`src/rtl/pqw_pkg.sv`:
```
`timescale 1ns / 1ps
// shared types, widths and constants for the quad winding test pipeline
// no dependencies; imported by every module of the block

package pqw_pkg;

    localparam int PIXEL_BITS = 8;
    localparam int FRAC_BITS  = 4;
    localparam int COORD_W    = 16;
    localparam int NUM_EDGES  = 4;
    localparam int SUM_W      = 4;

    // test point: pixel scaled to the corner format plus one half
    localparam int TP_W   = PIXEL_BITS + FRAC_BITS;
    localparam int HALF   = 1 << (FRAC_BITS - 1);
    // signed width that holds any corner, test point and their differences
    localparam int DIFF_W = ((TP_W + 1 > COORD_W) ? TP_W + 1 : COORD_W) + 1;
    localparam int PROD_W = 2 * DIFF_W;

    // stream packing
    localparam int CORNER_OFS = 2 * PIXEL_BITS;
    localparam int IN_W       = CORNER_OFS + 2 * NUM_EDGES * COORD_W;
    localparam int IN_TDATA_W = ((IN_W + 7) / 8) * 8;
    localparam int SUM_OFS    = 2 * PIXEL_BITS;
    localparam int INSIDE_OFS = SUM_OFS + SUM_W;
    localparam int OUT_W      = INSIDE_OFS + 1;
    localparam int OUT_TDATA_W = ((OUT_W + 7) / 8) * 8;

    typedef logic [PIXEL_BITS-1:0] pixel_t;
    typedef logic [COORD_W-1:0]    coord_t;

    typedef struct packed {
        pixel_t                    col;
        pixel_t                    row;
        coord_t [NUM_EDGES-1:0]    cx;
        coord_t [NUM_EDGES-1:0]    cy;
    } pqw_item_t;

    // one edge after setup
    typedef struct packed {
        logic signed [DIFF_W-1:0] dx;
        logic signed [DIFF_W-1:0] dy;
        logic signed [DIFF_W-1:0] tdx;
        logic signed [DIFF_W-1:0] tdy;
        logic                     live;
        logic                     vert;
        logic                     vert_left;
        logic                     up;
    } pqw_setup_edge_t;

    typedef struct packed {
        pixel_t                               col;
        pixel_t                               row;
        pqw_setup_edge_t [NUM_EDGES-1:0]      edges;
    } pqw_setup_t;

    // one edge after the cross products
    typedef struct packed {
        logic signed [PROD_W-1:0] lhs;
        logic signed [PROD_W-1:0] rhs;
        logic                     live;
        logic                     vert;
        logic                     vert_left;
        logic                     up;
    } pqw_prod_edge_t;

    typedef struct packed {
        pixel_t                              col;
        pixel_t                              row;
        pqw_prod_edge_t [NUM_EDGES-1:0]      edges;
    } pqw_prod_t;

    typedef struct packed {
        pixel_t                    col;
        pixel_t                    row;
        logic signed [SUM_W-1:0]   winding_sum;
        logic                      inside_res;
    } pqw_result_t;

    function automatic logic signed [DIFF_W-1:0] ext_coord(input coord_t c);
        return {{(DIFF_W - COORD_W){c[COORD_W-1]}}, c};
    endfunction

endpackage

```
`src/rtl/pqw_setup.sv`:
```
`timescale 1ns / 1ps
// first stage: test point, edge deltas and span / position checks
// depends on pqw_pkg

module pqw_setup (
    input  logic                clk,
    input  logic                rst_n,
    input  logic                in_valid,
    output logic                in_ready,
    input  pqw_pkg::pqw_item_t  in_item,
    output logic                out_valid,
    input  logic                out_ready,
    output pqw_pkg::pqw_setup_t out_data
);
    import pqw_pkg::*;

    logic                      valid_reg;
    pqw_setup_t                data_reg;
    pqw_setup_t                data_next;
    logic signed [DIFF_W-1:0]  tx;
    logic signed [DIFF_W-1:0]  ty;

    assign tx = $signed({{(DIFF_W - TP_W){1'b0}},
                         (TP_W'(in_item.col) << FRAC_BITS) | TP_W'(HALF)});
    assign ty = $signed({{(DIFF_W - TP_W){1'b0}},
                         (TP_W'(in_item.row) << FRAC_BITS) | TP_W'(HALF)});

    assign data_next.col = in_item.col;
    assign data_next.row = in_item.row;

    for (genvar k = 0; k < NUM_EDGES; k++) begin : g_edge
        localparam int N = (k == NUM_EDGES - 1) ? 0 : k + 1;
        logic signed [DIFF_W-1:0] x1, y1, x2, y2;
        logic in_span, right_of;

        assign x1 = ext_coord(in_item.cx[k]);
        assign y1 = ext_coord(in_item.cy[k]);
        assign x2 = ext_coord(in_item.cx[N]);
        assign y2 = ext_coord(in_item.cy[N]);

        // y span with both ends inclusive
        assign in_span  = ((ty >= y1) && (ty <= y2)) || ((ty >= y2) && (ty <= y1));
        assign right_of = (tx > x1) && (tx > x2);

        assign data_next.edges[k].dx        = x2 - x1;
        assign data_next.edges[k].dy        = y2 - y1;
        assign data_next.edges[k].tdx       = tx - x1;
        assign data_next.edges[k].tdy       = ty - y1;
        assign data_next.edges[k].live      = (y1 != y2) && in_span && !right_of;
        assign data_next.edges[k].vert      = (x1 == x2);
        assign data_next.edges[k].vert_left = (tx <= x1);
        assign data_next.edges[k].up        = (y2 > y1);
    end

    assign in_ready  = !valid_reg || out_ready;
    assign out_valid = valid_reg;
    assign out_data  = data_reg;

    always_ff @(posedge clk or negedge rst_n)
    begin
        if (!rst_n)
        begin
            valid_reg <= 1'b0;
        end
        else if (in_ready)
        begin
            valid_reg <= in_valid;
        end
    end

    always_ff @(posedge clk)
    begin
        if (in_valid && in_ready)
        begin
            data_reg <= data_next;
        end
    end

endmodule

```
`config.mk`:
```
export PLATFORM = sky130hd
export DESIGN_NAME = pqw_setup
export DESIGN_NICKNAME = d
export VERILOG_FILES = /design/src/rtl/pqw_pkg.sv /design/src/rtl/pqw_setup.sv
export SDC_FILE = /design/constraint.sdc
export NUM_CORES = 1
export LEC_CHECK = 0
export ABC_CLOCK_PERIOD_IN_PS = 19700
export BUFFER_PORTS_ARGS = -buffer_cell sky130_fd_sc_hd__buf_4
export CAP_MARGIN = 20
export CELL_PAD_IN_SITES_DETAIL_PLACEMENT = 0
export CELL_PAD_IN_SITES_GLOBAL_PLACEMENT = 2
export CORE_AREA = 2 2 241 243
export CTS_CLUSTER_DIAMETER = 80
export DETAILED_ROUTE_END_ITERATION = 8
export DIE_AREA = 0 0 243 245
export PLACE_DENSITY_LB_ADDON = 0.1
export RECOVER_POWER = 50
export SLEW_MARGIN = 20
export SYNTH_ARGS = -nofsm -noshare
export SYNTH_HDL_FRONTEND = slang
export SYNTH_SLANG_ARGS = --single-unit
```
`constraint.sdc`:
```
create_clock -name clk -period 19.7 [get_ports clk]
set_input_delay 1.97 -clock clk [delete_from_list [all_inputs] [get_ports clk]]
set_output_delay 1.97 -clock clk [all_outputs]
set_load 0.01 [all_outputs]
```
==> metrics, run 1 <==
HPWL after DPL 56790 um; number of DRC markers in iteration 0 775; clock network fraction of design power 33.5%; Tmin final 6073 ps; Int Pwr 0.001381 W; Tot GR Track Use 22.52%; most common cell after layout, fill and taps aside clkbuf_1; DR DRC count 0; Finish-stage setup viols 0; Area Overhead vs Synth 21.74%; Mapped Area 0.01971 mm2; Net Sw Frac 30.37%; r2r endpoint out_data[150]; synth warn 0; LEAKAGE 9.818 nW; Synth Instances 1890; Min Hold Slack 544.6 ps; Avg WL per Cell 21.79 um; Worst Path Arrival 6250 ps; worst r2r path cells 4; fin crit share 30.83%; top_reg_cell synth edfxtp_1; clk sinks 305; Net Switching 0.0006024 W; status complete, but fails checks; Crit Path Class in -> reg; Post-synth EDFFs 304; H-Tree Depth 2; share of layout cells above drive strength 1 8.188%; DR pass1 iterations 5; clock skew 10.51 ps; Worst Setup Start Kind input pin; clk_lat worst skew 560 ps; Post-CTS Setup Bufs 0; Max IR drop VDD 0.00005717 V; Multi-input gate area 0.009706 mm2; clock transition at the registers of the reported paths 60 ps; CP Max Fanout 72; max-slew violations 44; RSZ-0062 raised after global routing false; Initial Utilization 34.55%; post-synthesis sequential area ratio 46.45%; number of global-route vias before repair 15730; max cap viols 1; CTS Hold Bufs 0; die footprint 0.05954 mm2; min-delay src out_valid; Routed WL 69170 um; initial antenna violation count 5; WHS Endpoint out_valid; final-report hold violation count 0; Reg-to-Reg Start out_valid; total gr overflow 0; largest net degree at the start of global routing 73; DIE HEIGHT 245 um; Netlist cell types 60; core footprint 0.05703 mm2; clock buffer depth 3; CTS tree done; gp weighted congestion 0.9172; clock root buffer clkbuf_16; cts bufs inserted 39; vias post-DR 16000; Pwr per Cell Area 82.68 mW/mm2; post-detailed-route via-to-cell ratio 5.042; ys async rst share 0.3279%; post-CTS resize count 0; Setup TNS 0 ps; fillers 5926; Highest Clock Rate 0.1647 GHz; die width 243 um; I/O pin total 454; CP endpoint kind register; power share of the combinational group 24.9%; ANT nets after route 0; failing checks capacitance limit, slew limit; most frequent cells in the layout clkbuf_1, edfxtp_1, inv_1; min-delay worst type reg -> reg; # rows 88; PortBufs 453; global-route wire length before repair 99290 um; Mean Syn Cell Area 10.43 um2; max_slew headroom -85.05%; WP data required 19880 ps; post-synth net total 2250; Post-layout nets 2745; register bit total from synthesis 305; number of stages on the worst hold path 2; r2r setup slk 14780 ps; sequential cell area 0.009154 mm2; worst slew pin tran 2774 ps; Reg power frac 41.6%
-- Yosys cell counts, drive strengths merged (5+ instances only) --
library cell  number  area share (%)
a21oi            126             3.2
nor3              58             1.5
xnor2            136             6.0
nor2             156             3.0
a31oi             14            0.44
nand3             34            0.86
xor2              30             1.3
o21bai            18            0.69
a211oi            11            0.42
nand2b            27            0.86
a21boi            28             1.1
mux2i             10            0.51
fa                 8            0.81
ha               204              13
and4               5            0.22
or3               10            0.32
o31ai             14            0.53
edfxtp           304              46
a221oi            12            0.53
nand4             38             1.2
o21ai             84             2.1
or2               15            0.48
a21o              49             1.9
nor4              13            0.41
inv              223             4.2
and3              16            0.51
o21a              21            0.80
o211ai            20            0.76
and2              12            0.38
nand2            101             1.9
a31o               5            0.22
o2111ai            6            0.27
nor2b             40             1.3
o31a               5            0.22
-- registers in the layout (all words and copies together), names as in the netlist --
register	count
out_data	304
out_valid	1
-- per-stage QoR --
stage	cells	setup slack [ps]	total power, W	instance area, um2	utilization [%]
6_report	3174	13630	0.001984	23990	42.07
4_1_cts	3171	15290	0.002062	25240	44.25
3_5_place_dp	3109	14660	0.001382	24090	42.23
3_3_place_gp	3109	14750	0.001380	24090	42.23
5_1_grt	3172	13200	0.002084	23990	42.06
2_1_floorplan	1890	9905	0.001157	19710	-
-- how the worst max path moves through the flow --
stage,endpoint,start,cells past startpoint,slack (ps)
2_1_floorplan,out_data[0],out_ready,2,9910
3_3_place_gp,out_data[143],out_ready,5,14750
3_5_place_dp,out_data[143],out_ready,5,14660
4_1_cts,out_data[236],out_ready,5,15290
5_1_grt,out_data[293],out_ready,5,13200
6_report,out_data[150],out_ready,5,13630
-- cell families (layout without fill, tap and decap cells) --
logic type | after synthesis | count (layout) | synth area share [%]
AOI/OAI and AO/OA | 433 | 433 | 14.17
xor gates and xnor gates | 166 | 166 | 7.377
adders and majority gates | 212 | 212 | 13.76
buffers and inverters | 226 | 742 | 4.304
DFF | 305 | 305 | 46.45
muxes | 11 | 11 | 0.5651
other | 0 | 3 | 0
and+or+nand+nor | 537 | 537 | 13.37
-- cell type report --
| class | instances | share of cell area, % |
|---|---|---|
| Antenna cell | 3 | 0.03129 |
| Clock inverter | 12 | 0.3807 |
| Sequential cell | 305 | 38.15 |
| Timing Repair Buffer | 457 | 9.089 |
| Inverter | 223 | 3.489 |
| Clock buffer | 50 | 4.417 |
| Tap cell | 765 | 3.989 |
| Multi-Input combinational cell | 1359 | 40.45 |
-- worst max-delay path: stages --
cell and delay [ps]:
clkbuf_4 90, nand2b_1 130, and2_0 2020, buf_4 1020, buf_4 820
-- per-layer routing --
| metal | vias to the layer above | track usage (%) | share of wire, % |
|---|---|---|---|
| met3 | 110 | 6.298 | 7.0 |
| met4 | 4 | 7.398 | 3.4 |
| met2 | 477 | 41.13 | 51 |
| met1 | 7543 | 25.17 | 39 |
| li1 | 7870 | - | - |
| met5 | - | 0 | 0.033 |
-- power by group through the flow --
stage	Combinational [W]	Clock [W]	Sequential, W
4_1_cts	0.000545	0.000690	0.000828
6_report	0.000493	0.000665	0.000825
3_5_place_dp	0.000542	0	0.000840
2_1_floorplan	0.000282	0	0.000875
5_1_grt	0.000545	0.000708	0.000831
3_3_place_gp	0.000540	0	0.000839
(Power assumes the default switching activity.)
==> inputs of run 2 (changes only) <==
Settings changed: ABC_CLOCK_PERIOD_IN_PS 19700 to 6220.
Clock period 19.7 ns to 6.22 ns, I/O delays scaled along.
==> run 2 against run 1 <==
The run still ends with capacitance limit, slew limit left; register-to-register slack lost 13000 ps; sequential share of layout area shrank 0.41 points; non-clock buffer count shrank 1; total power grew to 3.3 times the previous value; clock-buffer cell count shrank 5; global-route usage grew 0.063 points; via count shrank 0.54%; core utilization grew 0.45 points; largest cell class unchanged; worst hold slack lost 270 ps; combinational power grew to 3.2 times the previous value.
==> metrics, run 2 (synthesis gave the netlist of run 1 again) <==
status complete, but fails checks; Overall Power 0.006620 W (+230%); Avg WL per Cell 21.72 um (-0.32%); Pwr per Cell Area 273.0 mW/mm2 (+230%); max_slew headroom -113.9% (-29 points); HPWL after DPL 56500 um (-0.51%); max cap viols 1 (unchanged); cts bufs inserted 38 (-2.6%); failing checks capacitance limit, slew limit; # rows 88 (unchanged); H-Tree Depth 2 (unchanged); clock buffer depth 3 (unchanged); post-route cell area 0.02425 mm2 (+1.1%); clk_lat worst skew 560 ps (about the same); Worst Setup Start Kind register; number of diodes 0 (-3); gp weighted congestion 0.9022 (-1.6%); max-slew violations 45 (+2.3%); number of stages on the worst hold path 2 (unchanged); CP Max Fanout 171 (+140%); CTS tree done; number of DRC markers in iteration 0 879 (+13%); Tot GR Track Use 22.58% (+0.063 points); RSZ-0062 raised after global routing false; number of global-route vias before repair 15710 (-0.16%); Post-CTS Setup Bufs 0 (unchanged); Worst Path Arrival 4260 ps (-1990 ps); Post-layout nets 2743 (-0.073%); clock skew 13.11 ps (+2.604 ps); crit path cell chain nand2b_1 > and2_0 > buf_12; core footprint 0.05703 mm2 (unchanged); vias post-DR 15920 (-0.54%); Max stage delay cell, worst path and2_0; most common cell after layout, fill and taps aside clkbuf_1; CP endpoint kind register; clock transition at the registers of the reported paths 60 ps (about the same); Max IR drop VDD 0.0001905 V (+230%); min-delay worst type in -> reg; Tmin final 4090 ps; ANT nets after route 0 (unchanged); initial antenna violation count 6 (+1); LEAKAGE 9.955 nW (+1.4%); WP data required 6390 ps (-13490 ps); Routed WL 69010 um (-0.23%); global-route wire length before repair 99030 um (-0.26%); DIE HEIGHT 245 um (unchanged); die width 243 um (unchanged); die footprint 0.05954 mm2 (unchanged); worst slew pin tran 3206 ps (+432.2 ps); total gr overflow 0 (unchanged); PortBufs 453 (unchanged); Largest register FFs 304 (unchanged); fillers 5875 (-0.86%); post-detailed-route via-to-cell ratio 5.010 (-0.63%); final-report hold violation count 0 (unchanged); largest net degree at the start of global routing 172 (+140%); Initial Utilization 34.55% (unchanged); Setup TNS 0 ps (unchanged); Placement Cell Area 0.02410 mm2 (about the same); most frequent cells in the layout clkbuf_1, edfxtp_1, inv_1; Area Overhead vs Synth 23.05%; DR DRC count 0 (unchanged); share of layout cells above drive strength 1 8.872% (+0.68 points); fin crit share 65.75%; worst r2r path cells 3 (-1); crit-path max cell delay 2310 ps (+290 ps); clock root buffer clkbuf_16; Crit Path Class reg -> reg; Highest Clock Rate 0.2445 GHz; clk sinks 305 (unchanged); Finish-stage setup viols 0 (unchanged); DR pass1 iterations 5 (unchanged); I/O pin total 454 (unchanged)
[run 2: cell count changes in the layout (fill, tap and decap cells not counted)]
cell           before  now
buf_12              0    2
clkinv_2            2    6
bufinv_16           1    8
clkinvlp_4          2    3
clkbuf_1          342  330
dlygate4sd3_1       0    1
buf_4             122  126
clkbuf_4            2    1
diode_2             3    0
[run 2: what timing repair did]
item	CTS	global route
resized for setup	0	0
hold endpoints to repair	1	0
hold buffers	1	0
setup endpoints to repair	0	0
[run 2: final timing paths]
path                       startpoint       endpoint  slack [ps]
max                         out_valid  out_data[161]        2130
min                          in_valid      out_valid         270
max reg2reg                 out_valid  out_data[161]        2130
min reg2reg                 out_valid      out_valid         540
max in group asynchronous       rst_n      out_valid        5730
min in group asynchronous       rst_n      out_valid         410
[run 2: per-layer routing]
layer | global-route usage, % | vias to the layer above | wire length, um | part of all wire, %
met1 | 24.82 | 7519 | 26210 | 38
met3 | 6.768 | 95 | 4943 | 7.2
met4 | 6.243 | 12 | 1897 | 2.7
met5 | 0 | - | 76 | 0.11
met2 | 41.96 | 410 | 35880 | 52
li1 | - | 7882 | - | -
[run 2: worst max-delay path, delay by kind of cell (launching register included)]
family / cells / cell delay [ps]
simple gates: 2 / 2420
flops: 1 / 380
buf+inv: 1 / 660
[run 2: report_power, final]
part	total [W]	leakage, nW	internal (W)	switching, W
registers	0.00262	2.91	0.00255	0.0000670
clock network	0.00244	0.663	0.00153	0.000914
logic	0.00156	6.39	0.000598	0.000963
[run 2: area by class of cell]
class,count,area [um2],area share (%)
Clock inverter,24,329.1,1.357
Tap cell,765,957.2,3.947
Inverter,223,837.1,3.452
Sequential cell,305,9154,37.75
Multi-Input combinational cell,1359,9706,40.02
Timing Repair Buffer,456,2227,9.184
Clock buffer,45,1041,4.293
[run 2: through the flow]
stage / hold slack, ps / std cells / setup slack [ps] / utilization (%)
global route: 241.0 / 3177 / 1747 / 42.52
CTS: 231.6 / 3177 / 3432 / 44.67
global placement: 397.7 / 3107 / 2833 / 42.25
detailed placement: 398.8 / 3107 / 2821 / 42.25
floorplan: 326.4 / 1890 / 1216 / -
finish: 272.0 / 3177 / 2130 / 42.52
==> inputs of run 3 (changes only) <==
Settings changed: ABC_AREA set to 1, ABC_CLOCK_PERIOD_IN_PS 6220 to 3400, CORE_AREA 2 2 241 243 to 2 2 268 270, DIE_AREA 0 0 243 245 to 0 0 270 272.
Clock period 6.22 ns to 3.4 ns, I/O delays scaled along.
==> run 3 against run 2 <==
The run still ends with capacitance limit, slew limit left; synthesized cell count is 25% higher; wire length is 17% higher; sequential share of layout area is 2.3 points lower; sequential power is 83% higher; via count is 11% higher; combinational power is 96% higher; final area is 6.6% higher; critical path type is now in -> reg; largest cell class unchanged.
==> metrics, run 3 <==
status complete, but fails checks; failing checks capacitance limit, slew limit; WP data required 3720 ps (-2670 ps); share of the synthesized area in the top cell type 43.63% (-2.7 points); Net Sw Frac 31.19% (+1.8 points); Worst Path Arrival 3030 ps (-1230 ps); Net Switching 0.003980 W (+100%); I/O pin total 454 (unchanged); final-report hold violation count 0 (unchanged); crit-path max cell delay 530 ps (-1780 ps); post-CTS resize count 0 (unchanged); Yosys top cell by area edfxtp_1; HPWL after DPL 67260 um (+19%); CP top delay family buffers and inverters; clock transition at the registers of the reported paths 60 ps (about the same); Int Pwr 0.008781 W (+88%); worst slew pin tran 1782 ps (-1425 ps); max-slew violations 124 (+180%); PortBufs 453 (unchanged); H-Tree Depth 2 (unchanged); ys async rst share 0.3279% (unchanged); clk_lat worst skew 570 ps (about the same); Routed WL 80840 um (+17%); top post-synthesis cells by count nand2_1, inv_1, edfxtp_1, ha_1, a21oi_1; Area Overhead vs Synth 23.53%; Buf/Inv on CP 4 (+3); max cap viols 1 (unchanged); synth top area cells edfxtp_1, ha_1, nand2_1, inv_1, xor2_1; global-route wire length before repair 115900 um (+17%); top_reg_cell synth edfxtp_1; most frequent cells in the layout nand2_1, inv_1, clkbuf_1; fillers 7519 (+28%); Setup TNS 0 ps (unchanged); Post-synth EDFFs 304 (unchanged); DR pass1 iterations 5 (unchanged); number of global-route vias before repair 18040 (+15%); min-delay worst type in -> reg; LEAKAGE 11.83 nW (+19%); total gr overflow 0 (unchanged); clock network fraction of design power 38.4% (+1.5 points); clock root buffer clkbuf_16; Largest register FFs 304 (unchanged); post-detailed-route via-to-cell ratio 4.589 (-8.4%); CTS tree done; Synth Instances 2354 (+25%); power share of the combinational group 24.0% (+0.4 points); share of layout cells above drive strength 1 9.285% (+0.41 points); Placement Cell Area 0.02561 mm2 (+6.3%); Tmin final 2708 ps; number of DRC markers in iteration 0 906 (+3.1%); Max IR drop VDD 0.0002983 V (+57%); initial antenna violation count 10 (+4); DIE HEIGHT 272 um (+11%); post-synth net total 2714 (+21%); Min Hold Slack 70.66 ps (-201.4 ps); Post-layout nets 3223 (+17%); Post-CTS Setup Bufs 0 (unchanged); die footprint 0.07344 mm2 (+23%); Crit Path Class in -> reg; largest net degree at the start of global routing 124 (-28%); Initial Utilization 29.57% (-5.0 points); CP endpoint kind register; CP most frequent cell nand3_1; min-delay src out_ready; core footprint 0.07075 mm2 (+24%); Max stage delay cell, worst path dlygate4sd3_1; post-route cell area 0.02585 mm2 (+6.6%); clock buffer depth 3 (unchanged); Reg power frac 37.6% (-1.9 points); Finish-stage setup viols 0 (unchanged); crit path cell chain dlygate4sd3_1 > clkbuf_1 > inv_1 > ha_1 > fa_1 > inv_1 > nand3_1 > nand2_1 > a21oi_1 > o21ai_2 > nand3_1 > nand3_1 > nand2_1; clock skew 11.33 ps (-1.780 ps); CP Max Fanout 5 (-97%); cts bufs inserted 42 (+11%); Highest Clock Rate 0.3693 GHz; clk sinks 305 (unchanged); register bit total from synthesis 305 (unchanged); most common cell after layout, fill and taps aside nand2_1; max_slew headroom -18.78% (+95 points); origin of the worst setup path in_item[96]; fin crit share 79.65%; post-synthesis sequential area ratio 43.75% (-2.7 points); Netlist cell types 42 (-30%); Avg WL per Cell 20.98 um (-3.4%); # rows 98 (+11%); RSZ-0062 raised after global routing false; synth warn 0 (unchanged); Mean Syn Cell Area 8.889 um2 (-15%); Tot GR Track Use 21.43% (-1.1 points); DR DRC count 0 (unchanged); count leader, synth nand2_1; Reg-to-Reg Start out_valid; die width 270 um (+11%); vias post-DR 17680 (+11%); sequential cell area 0.009154 mm2 (unchanged); Multi-input gate area 0.01023 mm2 (+5.4%); gp weighted congestion 0.8634 (-4.3%); Mapped Area 0.02092 mm2 (+6.2%); Worst Setup Start Kind input pin; Pwr per Cell Area 493.7 mW/mm2 (+81%); ANT nets after route 0 (unchanged)
run 3: path summary, 6_finish.rpt:
check | to | slack (ps) | depth (start not counted)
worst max-delay path | out_data[143] | 690 | 13
worst min-delay path | out_valid | 70 | 4
worst max register to register | out_data[95] | 980 | 2
worst min register to register | out_valid | 550 | 2
max in group asynchronous | out_valid | 3190 | 2
min in group asynchronous | out_valid | 120 | 2
run 3: power by group through the flow:
stage | combinational (W) | clock [W] | sequential (W)
after global routing | 0.00343 | 0.00518 | 0.00484
after CTS | 0.00343 | 0.00506 | 0.00482
final | 0.00306 | 0.00490 | 0.00480
after detailed placement | 0.00341 | 0 | 0.00489
after global placement | 0.00343 | 0 | 0.00489
after floorplan | 0.00173 | 0 | 0.00507
run 3: per-stage QoR:
step | util [%] | power [W] | std cells | setup WS [ps]
final | 36.53 | 0.01276 | 3853 | 691.9
after global routing | 36.51 | 0.01345 | 3847 | 635.0
after CTS | 38.47 | 0.01331 | 3847 | 1044
after detailed placement | 36.20 | 0.008294 | 3761 | 856.9
after global placement | 36.20 | 0.008313 | 3761 | 839.7
after floorplan | - | 0.006797 | 2354 | -2548
run 3: cells by family (layout without fill, tap and decap cells):
logic type / count (synthesis) / count (layout) / share of synthesized area [%]
buffers and inverters: 376 / 919 / 6.757
adder cells (fa/ha/maj): 212 / 212 / 12.96
AND/OR/NAND/NOR: 920 / 920 / 18.70
flip-flops: 305 / 305 / 43.75
AO/OA/AOI/OAI: 351 / 351 / 9.879
other: 0 / 6 / 0
XOR/XNOR: 190 / 190 / 7.953
run 3: layout make-up:
class	count	area share, %
flip-flops and latches	305	35.41
clock buffers	46	4.371
inverters	373	5.446
diodes	6	0.05809
well taps	950	4.599
repair buffers	468	8.975
multi-input cells	1673	39.59
clock inverters	32	1.544
run 3: worst min-delay path, cell delays in order:
cell and delay (ps):
buf_4 110, inv_8 30, nand2_1 60, nand2_1 50
run 3: what timing repair did:
action,CTS,global route
hold buffers,8,0
endpoints found under the hold margin,8,0
setup endpoints to repair,0,0
run 3: routing by layer:
| layer | GRT usage (%) | share of wire [%] |
|---|---|---|
| met2 | 40.04 | 52 |
| met5 | 0 | 0.068 |
| met4 | 6.769 | 3.1 |
| met1 | 23.63 | 39 |
| met3 | 5.484 | 6.4 |
